### src/hw/rtl/hall_click_hysteresis_calibration_top_macros.svh
// assertion macros shared by the hall click calibration block
`ifndef HALL_CLICK_HYSTERESIS_CALIBRATION_TOP_MACROS_SVH
`define HALL_CLICK_HYSTERESIS_CALIBRATION_TOP_MACROS_SVH

// same-cycle implication, checked outside reset
`define HCHC_ASSERT_IMPLY(lbl, clk, rst_n, ante, cons) \
    lbl: assert property (@(posedge clk) disable iff (!rst_n) (ante) |-> (cons)) \
        else $error("hchc: same-cycle check failed");

// next-cycle implication, checked outside reset
`define HCHC_ASSERT_NEXT(lbl, clk, rst_n, ante, cons) \
    lbl: assert property (@(posedge clk) disable iff (!rst_n) (ante) |=> (cons)) \
        else $error("hchc: next-cycle check failed");

// condition that must never hold
`define HCHC_ASSERT_NEVER(lbl, clk, rst_n, cond) \
    lbl: assert property (@(posedge clk) disable iff (!rst_n) !(cond)) \
        else $error("hchc: forbidden condition seen");

`endif

### src/hw/rtl/hchc_pkg.sv
// shared types and constants of the hall click calibration block
package hchc_pkg;

    // threshold values after reset
    localparam int unsigned INIT_CLICK   = 2600;
    localparam int unsigned INIT_RELEASE = 2400;

    // click threshold sits at CLICK_NUM / CLICK_DEN of the idle to press span
    localparam int unsigned CLICK_NUM = 7;
    localparam int unsigned CLICK_DEN = 10;

    // calibration target code layout
    localparam int unsigned TGT_PRESS_BIT = 0;
    localparam int unsigned TGT_CH_BIT    = 1;
    localparam int unsigned TGT_BAD_BIT   = 2;

    localparam logic [2:0] ARMED_NONE = 3'd0;

    // configuration register indexes
    typedef enum logic [1:0] {
        REG_LEFT_CLICK    = 2'd0,
        REG_LEFT_RELEASE  = 2'd1,
        REG_RIGHT_CLICK   = 2'd2,
        REG_RIGHT_RELEASE = 2'd3
    } t_cfg_reg;

    // item kind carried on tuser
    typedef enum logic {
        KIND_SAMPLE = 1'b0,
        KIND_START  = 1'b1
    } t_kind;

    // per-stage transfer strobes of the pipeline
    typedef struct packed {
        logic acc;
        logic t1;
        logic t2;
        logic t3;
        logic t4;
    } t_adv;

    // item status that travels down the pipeline
    typedef struct packed {
        logic       is_sample;
        logic       done;
        logic       rej;
        logic [1:0] tgt;
        logic [2:0] armed;
        logic [3:0] gathered;
    } t_item_flags;

    // per-channel result of the detect stage
    typedef struct packed {
        logic fire;
        logic save;
        logic ready;
    } t_lane_stat;

endpackage

### src/hw/rtl/hchc_accum.sv
// calibration accumulator and averaging multiplier shared by both channels
module hchc_accum
    import hchc_pkg::*;
#(
    parameter int unsigned CAL_SAMPLES = 8,
    parameter int unsigned LVL_W       = 13
) (
    input  logic                    i_clk,
    input  logic                    i_rst_n,
    input  t_adv                    i_adv,
    input  logic                    i_kind,
    input  logic signed [LVL_W-1:0] i_hall1,
    input  logic signed [LVL_W-1:0] i_hall2,
    input  logic [2:0]              i_target,
    output t_item_flags             o_flags,
    output logic signed [LVL_W-1:0] o_hall1,
    output logic signed [LVL_W-1:0] o_hall2,
    output logic signed [LVL_W-1:0] o_avg
);

    // the magnitude of the most negative sum needs the full sum width
    localparam int unsigned CLG     = $clog2(CAL_SAMPLES);
    localparam int unsigned MAG_W   = LVL_W + CLG;
    localparam int unsigned SUM_W   = MAG_W;
    localparam int unsigned TALLY_W = $clog2(CAL_SAMPLES + 1);
    localparam int unsigned SHIFT   = MAG_W + CLG;
    localparam int unsigned RCP_W   = MAG_W + 1;
    localparam int unsigned PROD_W  = MAG_W + RCP_W;
    localparam logic [RCP_W-1:0] RECIP =
        RCP_W'(((64'd1 << SHIFT) + 64'(CAL_SAMPLES) - 64'd1) / 64'(CAL_SAMPLES));
    localparam logic [TALLY_W-1:0] TALLY_LAST = TALLY_W'(CAL_SAMPLES);

    // calibration state
    logic [2:0]               r_armed, n_armed;
    logic [TALLY_W-1:0]       r_tally, n_tally;
    logic signed [SUM_W-1:0]  r_sum, n_sum;

    // stage one and stage two payload
    t_item_flags              r1_flags, r2_flags, s0_flags;
    logic signed [LVL_W-1:0]  r1_hall1, r1_hall2, r2_hall1, r2_hall2;
    logic signed [SUM_W-1:0]  r1_sum;
    logic [PROD_W-1:0]        r2_prod;
    logic                     r2_neg;

    logic [1:0]               cur_tgt;
    logic signed [LVL_W-1:0]  sel_hall;
    logic signed [SUM_W-1:0]  sel_ext, s0_sum;
    logic [TALLY_W-1:0]       tally_inc;
    logic                     s0_done, s0_rej;
    logic                     s1_neg;
    logic [MAG_W-1:0]         s1_mag;
    logic [PROD_W-1:0]        s1_prod;
    logic [LVL_W-1:0]         quot;

    // running sum of the armed channel
    assign cur_tgt   = 2'(r_armed - 3'd1);
    assign sel_hall  = cur_tgt[TGT_CH_BIT] ? i_hall2 : i_hall1;
    assign sel_ext   = SUM_W'(sel_hall);
    assign s0_sum    = r_sum + sel_ext;
    assign tally_inc = r_tally + 1'b1;

    // arm, gather and finish a calibration
    always_comb begin
        n_armed = r_armed;
        n_tally = r_tally;
        n_sum   = r_sum;
        s0_done = 1'b0;
        s0_rej  = 1'b0;
        if (i_kind == KIND_START) begin
            if (!i_target[TGT_BAD_BIT]) begin
                n_armed = {1'b0, i_target[1:0]} + 3'd1;
                n_tally = '0;
                n_sum   = '0;
            end else begin
                s0_rej = 1'b1;
            end
        end else if (r_armed != ARMED_NONE) begin
            if (tally_inc == TALLY_LAST) begin
                s0_done = 1'b1;
                n_armed = ARMED_NONE;
                n_tally = '0;
                n_sum   = '0;
            end else begin
                n_tally = tally_inc;
                n_sum   = s0_sum;
            end
        end
    end

    always_comb begin
        s0_flags.is_sample = (i_kind == KIND_SAMPLE);
        s0_flags.done      = s0_done;
        s0_flags.rej       = s0_rej;
        s0_flags.tgt       = cur_tgt;
        s0_flags.armed     = n_armed;
        s0_flags.gathered  = 4'(n_tally);
    end

    always_ff @(posedge i_clk) begin
        if (!i_rst_n) begin
            r_armed <= ARMED_NONE;
            r_tally <= '0;
            r_sum   <= '0;
        end else if (i_adv.acc) begin
            r_armed <= n_armed;
            r_tally <= n_tally;
            r_sum   <= n_sum;
        end
    end

    // stage one register: finished sum and item status
    always_ff @(posedge i_clk) begin
        if (i_adv.acc) begin
            r1_flags <= s0_flags;
            r1_hall1 <= i_hall1;
            r1_hall2 <= i_hall2;
            r1_sum   <= s0_sum;
        end
    end

    // magnitude times reciprocal of the sample count
    assign s1_neg  = r1_sum[SUM_W-1];
    assign s1_mag  = MAG_W'(s1_neg ? -r1_sum : r1_sum);
    assign s1_prod = PROD_W'(s1_mag) * PROD_W'(RECIP);

    always_ff @(posedge i_clk) begin
        if (i_adv.t1) begin
            r2_flags <= r1_flags;
            r2_hall1 <= r1_hall1;
            r2_hall2 <= r1_hall2;
            r2_prod  <= s1_prod;
            r2_neg   <= s1_neg;
        end
    end

    // average, truncated toward zero
    assign quot    = r2_prod[SHIFT +: LVL_W];
    assign o_avg   = r2_neg ? -$signed(quot) : $signed(quot);
    assign o_flags = r2_flags;
    assign o_hall1 = r2_hall1;
    assign o_hall2 = r2_hall2;

endmodule

### src/hw/rtl/hchc_lane.sv
// one channel lane: level store, threshold math and hysteresis detector
module hchc_lane
    import hchc_pkg::*;
#(
    parameter int unsigned LVL_W = 13
) (
    input  logic                    i_clk,
    input  logic                    i_rst_n,
    input  t_adv                    i_adv,
    input  logic                    i_cfg_we_click,
    input  logic                    i_cfg_we_rel,
    input  logic signed [LVL_W-1:0] i_cfg_data,
    input  logic                    i_is_sample,
    input  logic                    i_upd,
    input  logic                    i_press,
    input  logic signed [LVL_W-1:0] i_avg,
    input  logic signed [LVL_W-1:0] i_hall,
    output t_lane_stat              o_stat,
    output logic signed [LVL_W-1:0] o_click_thr,
    output logic signed [LVL_W-1:0] o_rel_thr
);

    localparam int unsigned P7_W     = LVL_W + $clog2(CLICK_NUM + 1);
    localparam int unsigned SHIFT10  = P7_W + $clog2(CLICK_DEN);
    localparam int unsigned RCP10_W  = P7_W + 1;
    localparam int unsigned PROD10_W = P7_W + RCP10_W;
    localparam logic [RCP10_W-1:0] RECIP10 =
        RCP10_W'(((64'd1 << SHIFT10) + 64'(CLICK_DEN) - 64'd1) / 64'(CLICK_DEN));

    // stored levels and thresholds
    logic signed [LVL_W-1:0] r_idle, r_press, r_click, r_rel;
    logic                    r_cap_idle, r_cap_press, r_lat, r_ready;

    // stage three and four payload
    logic                    r3_ok, r3_is_sample, r4_ok, r4_is_sample;
    logic [LVL_W-1:0]        r3_delta;
    logic signed [LVL_W-1:0] r3_idle, r3_hall, r4_idle, r4_hall, r4_rel;
    logic [PROD10_W-1:0]     r4_prod;

    logic signed [LVL_W-1:0] idle_n, press_n;
    logic                    cap_idle_n, cap_press_n, s2_ok;
    logic signed [LVL_W:0]   s2_diff;
    logic [P7_W-1:0]         s3_p7;
    logic [PROD10_W-1:0]     s3_prod;
    logic [LVL_W-1:0]        s3_rel;
    logic [LVL_W-1:0]        s4_click_u;
    logic signed [LVL_W-1:0] click_use, rel_use;
    logic                    fire, n_lat;

    // new level merged with the stored pair
    assign idle_n      = (i_upd && !i_press) ? i_avg : r_idle;
    assign press_n     = (i_upd && i_press) ? i_avg : r_press;
    assign cap_idle_n  = r_cap_idle | (i_upd & ~i_press);
    assign cap_press_n = r_cap_press | (i_upd & i_press);
    assign s2_ok       = i_upd && cap_idle_n && cap_press_n && (press_n > idle_n);
    assign s2_diff     = (LVL_W+1)'(press_n) - (LVL_W+1)'(idle_n);

    always_ff @(posedge i_clk) begin
        if (!i_rst_n) begin
            r_cap_idle  <= 1'b0;
            r_cap_press <= 1'b0;
        end else if (i_adv.t2) begin
            r_cap_idle  <= cap_idle_n;
            r_cap_press <= cap_press_n;
        end
    end

    always_ff @(posedge i_clk) begin
        if (i_adv.t2) begin
            r_idle       <= idle_n;
            r_press      <= press_n;
            r3_ok        <= s2_ok;
            r3_delta     <= s2_diff[LVL_W-1:0];
            r3_idle      <= idle_n;
            r3_hall      <= i_hall;
            r3_is_sample <= i_is_sample;
        end
    end

    // seven tenths of the span through a reciprocal, half span by shift
    assign s3_p7   = (P7_W'(r3_delta) << 3) - P7_W'(r3_delta);
    assign s3_prod = PROD10_W'(s3_p7) * PROD10_W'(RECIP10);
    assign s3_rel  = LVL_W'(r3_idle) + (r3_delta >> 1);

    always_ff @(posedge i_clk) begin
        if (i_adv.t3) begin
            r4_ok        <= r3_ok;
            r4_idle      <= r3_idle;
            r4_hall      <= r3_hall;
            r4_is_sample <= r3_is_sample;
            r4_prod      <= s3_prod;
            r4_rel       <= $signed(s3_rel);
        end
    end

    // thresholds in force for this item
    assign s4_click_u = LVL_W'(r4_idle) + r4_prod[SHIFT10 +: LVL_W];
    assign click_use  = r4_ok ? $signed(s4_click_u) : r_click;
    assign rel_use    = r4_ok ? r4_rel : r_rel;

    // latched hysteresis detector
    assign fire = r4_is_sample && !r_lat && (r4_hall >= click_use);

    always_comb begin
        n_lat = r_lat;
        if (r4_is_sample) begin
            if (fire) begin
                n_lat = 1'b1;
            end else if (r_lat && (r4_hall < rel_use)) begin
                n_lat = 1'b0;
            end
        end
    end

    always_ff @(posedge i_clk) begin
        if (!i_rst_n) begin
            r_lat   <= 1'b0;
            r_ready <= 1'b0;
        end else if (i_adv.t4) begin
            r_lat   <= n_lat;
            r_ready <= r_ready | r4_ok;
        end
    end

    // working thresholds: register writes or calibration
    always_ff @(posedge i_clk) begin
        if (!i_rst_n) begin
            r_click <= LVL_W'(INIT_CLICK);
            r_rel   <= LVL_W'(INIT_RELEASE);
        end else begin
            if (i_cfg_we_click) begin
                r_click <= i_cfg_data;
            end else if (i_adv.t4) begin
                r_click <= click_use;
            end
            if (i_cfg_we_rel) begin
                r_rel <= i_cfg_data;
            end else if (i_adv.t4) begin
                r_rel <= rel_use;
            end
        end
    end

    always_comb begin
        o_stat.fire  = fire;
        o_stat.save  = r4_ok;
        o_stat.ready = r_ready | r4_ok;
    end

    assign o_click_thr = click_use;
    assign o_rel_thr   = rel_use;

endmodule

### src/hw/rtl/hall_click_hysteresis_calibration_top.sv
// top level of the two-channel hall click detector with two-point calibration
// Usage:
// - input stream: tuser is the kind (0 sample pair, 1 start calibration),
//   tdata carries both channel samples and the calibration target
// - output stream: one result per input transfer, in input order
// - config port: a write to one of the four threshold registers loads the
//   working threshold at once; write only while no item is in flight
// - a start arms one target; after CAL_SAMPLES sample pairs the average of
//   that channel becomes its idle or press level and, once both levels are
//   usable, the click and release thresholds are recomputed (save pulse)
// - path: a taken item passes through five register stages (sum, average
//   multiply, level store, span multiply, detect/output) to its result
// - throughput: one item per cycle unless the receiver stalls, set by the
//   pipeline; the threshold and latch state lives in the detect stage so
//   items never wait on each other
// - receiver stall: the output register holds; empty stages keep filling
//   and tready drops only when every stage is full
// - reset: thresholds go to 2600 / 2400, level capture flags, ready flags,
//   latches and the armed target clear, and the pipeline empties
`include "hall_click_hysteresis_calibration_top_macros.svh"

module hall_click_hysteresis_calibration_top
    import hchc_pkg::*;
#(
    parameter int unsigned CAL_SAMPLES = 8,
    parameter int unsigned SAMPLE_BITS = 12
) (
    input  logic                                        i_clk,
    input  logic                                        i_rst_n,
    input  logic                                        i_s_tvalid,
    output logic                                        o_s_tready,
    // hall1_sample, hall2_sample, calib_target
    input  logic [((2*(SAMPLE_BITS+1)+3+7)/8)*8-1:0]    i_s_tdata,
    // kind
    input  logic                                        i_s_tuser,
    output logic                                        o_m_tvalid,
    input  logic                                        i_m_tready,
    // left_click, right_click, left_ready, right_ready, armed_target,
    // gathered_count, save_request, left_click_level, left_release_level,
    // right_click_level, right_release_level, start_rejected
    output logic [((4*(SAMPLE_BITS+1)+13+7)/8)*8-1:0]   o_m_tdata,
    input  logic                                        i_cfg_we,
    input  logic [1:0]                                  i_cfg_idx,
    input  logic [SAMPLE_BITS:0]                        i_cfg_data
);

    localparam int unsigned LVL_W      = SAMPLE_BITS + 1;
    localparam int unsigned OUT_W      = 4 * LVL_W + 13;
    localparam int unsigned OUT_DATA_W = ((OUT_W + 7) / 8) * 8;
    localparam int unsigned OB_LREADY  = 2;
    localparam int unsigned OB_RREADY  = 3;
    localparam int unsigned OB_SAVE    = 11;

    // stage valid bits and output register
    logic                  r_v1, r_v2, r_v3, r_v4, r_vo;
    logic [OUT_DATA_W-1:0] r_out, n_out;
    t_item_flags           r3_flags, r4_flags, acc_flags;

    logic free_o, free4, free3, free2, free1;
    t_adv adv;

    logic signed [LVL_W-1:0] in_hall1, in_hall2, acc_hall1, acc_hall2, acc_avg;
    logic signed [LVL_W-1:0] cfg_data;
    logic signed [LVL_W-1:0] l_click, l_rel, r_click_thr, r_rel_thr;
    logic [2:0]              in_target;
    t_lane_stat              l_stat, r_stat;
    logic                    we_lc, we_lr, we_rc, we_rr;
    logic                    upd_left, upd_right;

    // input unpacking
    assign in_hall1  = $signed(i_s_tdata[LVL_W-1:0]);
    assign in_hall2  = $signed(i_s_tdata[2*LVL_W-1:LVL_W]);
    assign in_target = i_s_tdata[2*LVL_W+2:2*LVL_W];
    assign cfg_data  = $signed(i_cfg_data);

    // ready chain: a stage takes when empty or when its content moves on
    assign free_o = !r_vo || i_m_tready;
    assign free4  = !r_v4 || free_o;
    assign free3  = !r_v3 || free4;
    assign free2  = !r_v2 || free3;
    assign free1  = !r_v1 || free2;

    always_comb begin
        adv.acc = i_s_tvalid && free1;
        adv.t1  = r_v1 && free2;
        adv.t2  = r_v2 && free3;
        adv.t3  = r_v3 && free4;
        adv.t4  = r_v4 && free_o;
    end

    assign o_s_tready = free1;

    always_ff @(posedge i_clk) begin
        if (!i_rst_n) begin
            r_v1 <= 1'b0;
            r_v2 <= 1'b0;
            r_v3 <= 1'b0;
            r_v4 <= 1'b0;
            r_vo <= 1'b0;
        end else begin
            r_v1 <= adv.acc || (r_v1 && !adv.t1);
            r_v2 <= adv.t1 || (r_v2 && !adv.t2);
            r_v3 <= adv.t2 || (r_v3 && !adv.t3);
            r_v4 <= adv.t3 || (r_v4 && !adv.t4);
            r_vo <= adv.t4 || (r_vo && !i_m_tready);
        end
    end

    // config register decode
    assign we_lc = i_cfg_we && (i_cfg_idx == REG_LEFT_CLICK);
    assign we_lr = i_cfg_we && (i_cfg_idx == REG_LEFT_RELEASE);
    assign we_rc = i_cfg_we && (i_cfg_idx == REG_RIGHT_CLICK);
    assign we_rr = i_cfg_we && (i_cfg_idx == REG_RIGHT_RELEASE);

    hchc_accum #(
        .CAL_SAMPLES (CAL_SAMPLES),
        .LVL_W       (LVL_W)
    ) u_accum (
        .i_clk    (i_clk),
        .i_rst_n  (i_rst_n),
        .i_adv    (adv),
        .i_kind   (i_s_tuser),
        .i_hall1  (in_hall1),
        .i_hall2  (in_hall2),
        .i_target (in_target),
        .o_flags  (acc_flags),
        .o_hall1  (acc_hall1),
        .o_hall2  (acc_hall2),
        .o_avg    (acc_avg)
    );

    // route the finished average to its channel
    assign upd_left  = acc_flags.done && !acc_flags.tgt[TGT_CH_BIT];
    assign upd_right = acc_flags.done && acc_flags.tgt[TGT_CH_BIT];

    hchc_lane #(
        .LVL_W (LVL_W)
    ) u_lane_left (
        .i_clk          (i_clk),
        .i_rst_n        (i_rst_n),
        .i_adv          (adv),
        .i_cfg_we_click (we_lc),
        .i_cfg_we_rel   (we_lr),
        .i_cfg_data     (cfg_data),
        .i_is_sample    (acc_flags.is_sample),
        .i_upd          (upd_left),
        .i_press        (acc_flags.tgt[TGT_PRESS_BIT]),
        .i_avg          (acc_avg),
        .i_hall         (acc_hall1),
        .o_stat         (l_stat),
        .o_click_thr    (l_click),
        .o_rel_thr      (l_rel)
    );

    hchc_lane #(
        .LVL_W (LVL_W)
    ) u_lane_right (
        .i_clk          (i_clk),
        .i_rst_n        (i_rst_n),
        .i_adv          (adv),
        .i_cfg_we_click (we_rc),
        .i_cfg_we_rel   (we_rr),
        .i_cfg_data     (cfg_data),
        .i_is_sample    (acc_flags.is_sample),
        .i_upd          (upd_right),
        .i_press        (acc_flags.tgt[TGT_PRESS_BIT]),
        .i_avg          (acc_avg),
        .i_hall         (acc_hall2),
        .o_stat         (r_stat),
        .o_click_thr    (r_click_thr),
        .o_rel_thr      (r_rel_thr)
    );

    // item status follows the lanes through stages three and four
    always_ff @(posedge i_clk) begin
        if (adv.t2) begin
            r3_flags <= acc_flags;
        end
        if (adv.t3) begin
            r4_flags <= r3_flags;
        end
    end

    // merge both lanes into one result, first field in the low bits
    assign n_out = OUT_DATA_W'({r4_flags.rej,
                                r_rel_thr, r_click_thr, l_rel, l_click,
                                l_stat.save | r_stat.save,
                                r4_flags.gathered, r4_flags.armed,
                                r_stat.ready, l_stat.ready,
                                r_stat.fire, l_stat.fire});

    always_ff @(posedge i_clk) begin
        if (adv.t4) begin
            r_out <= n_out;
        end
    end

    assign o_m_tvalid = r_vo;
    assign o_m_tdata  = r_out;

    // a save pulse always comes with a ready channel
    `HCHC_ASSERT_IMPLY(a_save_has_ready, i_clk, i_rst_n, o_m_tvalid && r_out[OB_SAVE], r_out[OB_LREADY] || r_out[OB_RREADY])
    // only one channel can finish a calibration per item
    `HCHC_ASSERT_NEVER(a_single_save, i_clk, i_rst_n, adv.t4 && l_stat.save && r_stat.save)
    // a finished calibration leaves nothing armed
    `HCHC_ASSERT_IMPLY(a_done_disarms, i_clk, i_rst_n, r_v2 && acc_flags.done, (acc_flags.armed == ARMED_NONE) && (acc_flags.gathered == 4'd0))
    // an input transfer always lands in stage one
    `HCHC_ASSERT_NEXT(a_accept_fills, i_clk, i_rst_n, i_s_tvalid && o_s_tready, r_v1)

endmodule
### config.mk
export PLATFORM = sky130hd
export DESIGN_NAME = hall_click_hysteresis_calibration_top
export DESIGN_NICKNAME = d
export VERILOG_FILES = /design/src/hw/rtl/hchc_pkg.sv /design/src/hw/rtl/hchc_accum.sv /design/src/hw/rtl/hchc_lane.sv /design/src/hw/rtl/hall_click_hysteresis_calibration_top.sv
export VERILOG_INCLUDE_DIRS = /design/src /design/src/hw/rtl
export SDC_FILE = /design/constraint.sdc
export NUM_CORES = 1
export LEC_CHECK = 0
export BUFFER_PORTS_ARGS = -buffer_cell sky130_fd_sc_hd__buf_2
export CAP_MARGIN = 20
export CORE_ASPECT_RATIO = 0.8
export CORE_MARGIN = 1.5
export CORE_UTILIZATION = 24
export DETAILED_ROUTE_END_ITERATION = 8
export MAX_ROUTING_LAYER = met4
export PLACE_DENSITY = 0.48
export SYNTH_ARGS = -nofsm -noshare
export SYNTH_HDL_FRONTEND = slang
export SYNTH_SLANG_ARGS = --single-unit
### constraint.sdc
create_clock -name i_clk -period 14.2 [get_ports i_clk]
set_input_delay 1.42 -clock i_clk [delete_from_list [all_inputs] [get_ports i_clk]]
set_output_delay 1.42 -clock i_clk [all_outputs]
set_load 0.02 [all_outputs]
* Yosys cells after proc, flatten, opt, wreduce, memory -nomap -nowiden
Cells that the tools add are included.
** Cells by class
- $add $sub $neg :: 14
- Multiply operators :: 2
- Magnitude comparators :: 6
- Equality and inequality tests :: 5
- Multiplexer cells :: 37
- Bitwise gates (word level) :: 14
- Reductions and logical operators :: 69
** Operators with widths (count)
- two-way mux 13 bit :: 18
- multiplier 16 x 16 -> 32 bit, second input constant :: 2
- two-way mux 16 bit :: 4
- logical AND 1 bit :: 32
- subtractor 16 x 13 -> 16 bit :: 2
- adder 13 x 12 -> 13 bit :: 2
- adder 13 bit :: 2
- greater-or-equal comparator 13 bit :: 2
- > comparator 13 bit :: 2
- < comparator 13 bit :: 2
- subtractor 13 bit :: 2
- adder 16 x 13 -> 16 bit :: 1
- two-way mux 4 bit :: 4
- negation 16 bit :: 1
- two-way mux 15 bit :: 1
- zero test 1 bit :: 14
- nonzero test 2 bit :: 7
- negation 13 bit :: 1
- two-way mux 3 bit :: 4
- logical OR 1 bit :: 10
- AND reduction 3 bit :: 3
- bitwise OR 1 bit :: 7
- two-way mux 1 bit :: 6
- adder 4 x 1 -> 4 bit, second input constant :: 1
- 11 further kinds :: 17
** Storage, ports and cells
- Flip-flop bits (word level) :: 530
- Output and inout bits :: 74
- Logic and storage cells :: 216

* Longest topological paths before layout
- Depth after elaboration :: 9
- Gate-level depth with buffers :: 31
- Depth with buffers taken out :: 31

* Modules after synthesis
From an unflattened synthesis, not the netlist that was laid out.
** Second synthesis, totals
- Cell total of the unflattened synthesis :: 2938
- Area, all modules :: 33300.7 sq um
** Modules (own cells, without submodules)
- hchc_lane at u_lane_left :: times used 1, cells each 1208, area an instance 12451.9 sq um
- hchc_lane at u_lane_right :: times used 1, cells each 1192, area an instance 12448.2 sq um
- hchc_accum :: times used 1, cells each 418, area an instance 5631.7 sq um
- hall_click_hysteresis_calibration_top :: times used 1, cells each 120, area an instance 2768.9 sq um

* Worst setup path after synthesis
Ideal clock, no wire load.
- Path type :: in2reg
- Start :: in i_m_tready
- End :: reg r4_flags, in the netlist n_out[10], enable pin
- Setup time :: 0.765 ns
- Data arrival time :: 9.817 ns
- Data required time :: 13.435 ns
- Setup slack :: 3.618 ns
- Cell stages on the path :: 2
- Cells stage by stage :: nor2b_1 -> a21boi_0
** RTL lines
- start: declaration :: RTL line hall_click_hysteresis_calibration_top.sv:37 : input logic i_m_tready,
- end signal: assignment :: RTL line hall_click_hysteresis_calibration_top.sv:180 : r4_flags <= r3_flags;
- end: declaration :: RTL line hall_click_hysteresis_calibration_top.sv:57 : t_item_flags r3_flags, r4_flags, acc_flags;

* Worst setup path in the final report
- Start :: reg u_lane_right.r3_delta[0]
- End :: reg u_lane_right.r4_prod[32], data pin
** Between the ends
- Cells in the longest elaborated chain, start to end :: 2
** RTL lines
- start: declaration :: RTL line hchc_lane.sv:36 : logic [LVL_W-1:0] r3_delta;
- start signal: assignment :: RTL line hchc_lane.sv:73 : r3_delta <= s2_diff[LVL_W-1:0];
- subtractor 16 x 13 -> 16 bit :: RTL line hchc_lane.sv:81 : assign s3_p7 = (P7_W'(r3_delta) << 3) - P7_W'(r3_delta);
- multiplier 16 x 16 -> 32 bit :: RTL line hchc_lane.sv:82 : assign s3_prod = PROD10_W'(s3_p7) * PROD10_W'(RECIP10);
- named net u_lane_right.s3_prod[32] :: RTL line hchc_lane.sv:44 : logic [PROD10_W-1:0] s3_prod;
- end signal: assignment :: RTL line hchc_lane.sv:91 : r4_prod <= s3_prod;
- end: declaration :: RTL line hchc_lane.sv:38 : logic [PROD10_W-1:0] r4_prod;
The timed path passes the listed nets, and every way through them passes these cells.
A chain may end at the register's enable or synchronous reset.

==> flow_summary.ini <==
[sta]
holdWs_ns = 0.409
slew_headroom_pct = 28.4
setup_violations = 0
slew_viol_final = 0
min_period_over_period_pct = 63.0
grt_setup_unrepaired = no
clock.fmax_mhz = 112
fin_tns_setup_ns = 0
skew_ns = 0.0312
finalHoldViolCount = 0
min_period_ns = 8.94
worst_pin_slew_ns = 1.07

[cells_and_area]
drive_gt1_share_pct = 8.86
multi_input_area_sq_mm = 0.0171
register_area_sq_mm = 0.0138
final_area_sq_mm = 0.0375
fin_nets = 3739
largest_reg_flops = 65
syn2layout_area_growth_pct = 14.0
fillers = 14300

[yosys]
ys_seq_area_share_pct = 42.0
synth_seq_cells = 489
mappedNetlistArea_sq_mm = 0.0329
ys.warnings.count = 0
synth.distinct_cells = 71
synth.avg_cell_area_sq_um = 11.1
synth-edff-count = 401
synthArstFlopShare_pct = 0
ys.flop_type = edfxtp_1
syn_inst = 2959

[clock_network]
cts-hold-fix-buffers = 0
htree_levels = 2
ctsLongestPathBuffers = 3
clkLatencyLatePin_ns = 0.63
root_buffer = clkbuf_16
tritoncts = done
cts_resized = 0
post_cts_buffers = 0
cts.clk_slew.worst_paths_ns = 0.07
clock_sinks = 489
cts_inserted_buffers = 56

[worst_setup_path]
required_ns = 14.55
start_kind = flip-flop
slowest_stage = edfxtp_1
crit_arrival_ns = 9.29
cpMostUsedCell = inv_1
worstSetupPathType = reg2reg
critPathMaxFanout = 11
cp_slowest_stage_delay_ns = 0.56
end_kind = flip-flop

[job]
cap_violations = 0

[hold_path]
hold_path.class = reg2reg

[placed_design]
dp_hpwl_um = 70000
port_buffers = 116
gp_congestion = 0.883
post_dp_cell_area_sq_mm = 0.0356

[global_route]
grt_overflow = 0
grt_pass1_wl_um = 131000
grt.total_usage_pct = 12.9
grt_pass1_vias = 20600
grt_max_degree = 116
antenna_found_initial = 18

[power]
power_density_mw_per_mm2 = 234
p_total_mw = 8.76
p_leak_nw = 16.0
peakVddDrop_mv = 0.403

[drt]
drc = 0
num_vias = 21400
dr.pass1.iters = 5
first_iter_violations = 1403
wire_per_inst_um = 17.9
drt-total-wl_um = 88400
ant_nets = 0
vias_per_cell = 4.34

[floorplanning]
start_util_pct = 24.2
core.rowCount = 121
ios = 127
fp.dieW_um = 417
core_area_sq_mm = 0.136
fp.dieH_um = 334
fp.dieArea_sq_mm = 0.139

[status]
status = finished, final reports clean
==> power breakdown <==
part,switching [mW],total (mW),internal (mW)
clock network,0.613,1.44,0.828
logic,3.09,5.42,2.33
registers,0.0471,1.90,1.85
==> metrics by stage <==
step                util (%)  instances  setup WS [ns]
floorplan                  -       2965           3.62
global placement        26.2       4815           5.45
detailed placement      26.2       4815           5.26
CTS                     27.5       4920           5.21
global route            27.6       4925           4.48
finish                  27.6       4925           5.26
==> worst max-delay path: cells and delay by family, from the launching register on <==
| kind | cells | cell delay, ns |
|---|---|---|
| AO/OA/AOI/OAI | 13 | 3.20 |
| XOR/XNOR | 2 | 0.44 |
| AND/OR/NAND/NOR | 2 | 0.32 |
| flip-flops | 1 | 0.56 |
| adder cells (fa/ha/maj) | 8 | 3.43 |
| buffers and inverters | 6 | 0.75 |
==> final cells by class <==
class / instances / share of cell area [%]
clock inverters: 31 / 0.698
diodes: 4 / 0.0267
multi-input cells: 1931 / 45.6
well taps: 1783 / 5.95
clock buffers: 74 / 4.16
flip-flops and latches: 489 / 36.8
inverters: 479 / 4.80
repair buffers: 134 / 1.96
==> synth_stat cells, types with 12 or more instances <==
master / count / share of area [%]
a211oi_1: 35 / 0.80
a21boi_0: 29 / 0.66
a21o_1: 43 / 0.98
a21oi_1: 112 / 1.7
a22oi_1: 18 / 0.41
a31oi_1: 14 / 0.27
and3_1: 13 / 0.25
clkbuf_1: 56 / 0.64
dfxtp_1: 88 / 5.4
edfxtp_1: 401 / 37
fa_1: 165 / 10
ha_1: 430 / 16
inv_1: 479 / 5.5
mux2_2: 22 / 0.75
mux2i_1: 52 / 1.6
nand2_1: 161 / 1.8
nand2b_1: 12 / 0.23
nand3_1: 23 / 0.35
nand4_1: 16 / 0.30
nor2_1: 170 / 1.9
nor2b_1: 83 / 1.6
nor3_1: 42 / 0.64
o211ai_1: 18 / 0.41
o21a_1: 38 / 0.87
o21ai_0: 116 / 1.8
o31ai_1: 12 / 0.27
or2_2: 14 / 0.27
or3_1: 16 / 0.30
xnor2_1: 113 / 3.0
xor2_1: 30 / 0.80
==> layer usage <==
| metal | track usage, % | vias to the layer above | share of wire, % |
|---|---|---|---|
| met5 | - | - | 0 |
| met1 | 18.6 | 10300 | 51 |
| met2 | 18.7 | 427 | 42 |
| met3 | 2.12 | 91 | 4.9 |
| li1 | - | 10600 | - |
| met4 | 2.87 | 0 | 1.9 |
==> placed cells by master (no fill, tap or decap), types with 43 or more instances in the layout <==
cell       synthesis  layout
clkbuf_16          0      57
dfxtp_1           88      88
xnor2_1          113     113
ha_1             430     430
nor2b_1           83      81
a21o_1            43      43
inv_1            479     479
a21oi_1          112     112
nor2_1           170     169
o21ai_0          116     116
mux2i_1           52      52
edfxtp_1         401     401
nand2_1          161     161
buf_2              0     115
fa_1             165     165
==> worst paths after layout <==
path	startpoint	slack, ns	to	cells after the start
worst min register to register	u_lane_left.r3_ok$_DFFE_PP_	0.41	u_lane_left.r4_ok$_DFFE_PP_	0
worst max register to register	u_lane_right.r3_delta[0]$_DFFE_PP_	5.26	u_lane_right.r4_prod[32]$_DFFE_PP_	31
worst max-delay path	u_lane_right.r3_delta[0]$_DFFE_PP_	5.26	u_lane_right.r4_prod[32]$_DFFE_PP_	31
worst min-delay path	u_lane_left.r3_ok$_DFFE_PP_	0.41	u_lane_left.r4_ok$_DFFE_PP_	0
==> kinds of logic after synthesis <==
kind of cell | Yosys count | synth area share (%)
AOI/OAI and AO/OA | 522 | 10.4
xor gates and xnor gates | 144 | 3.86
and+or+nand+nor | 589 | 8.67
buffers and inverters | 545 | 6.30
muxes | 74 | 2.34
other | 1 | 0.0114
DFF | 489 | 42.0
adders and majority gates | 595 | 26.4
No activity file was read; power rests on OpenSTA's default activity.
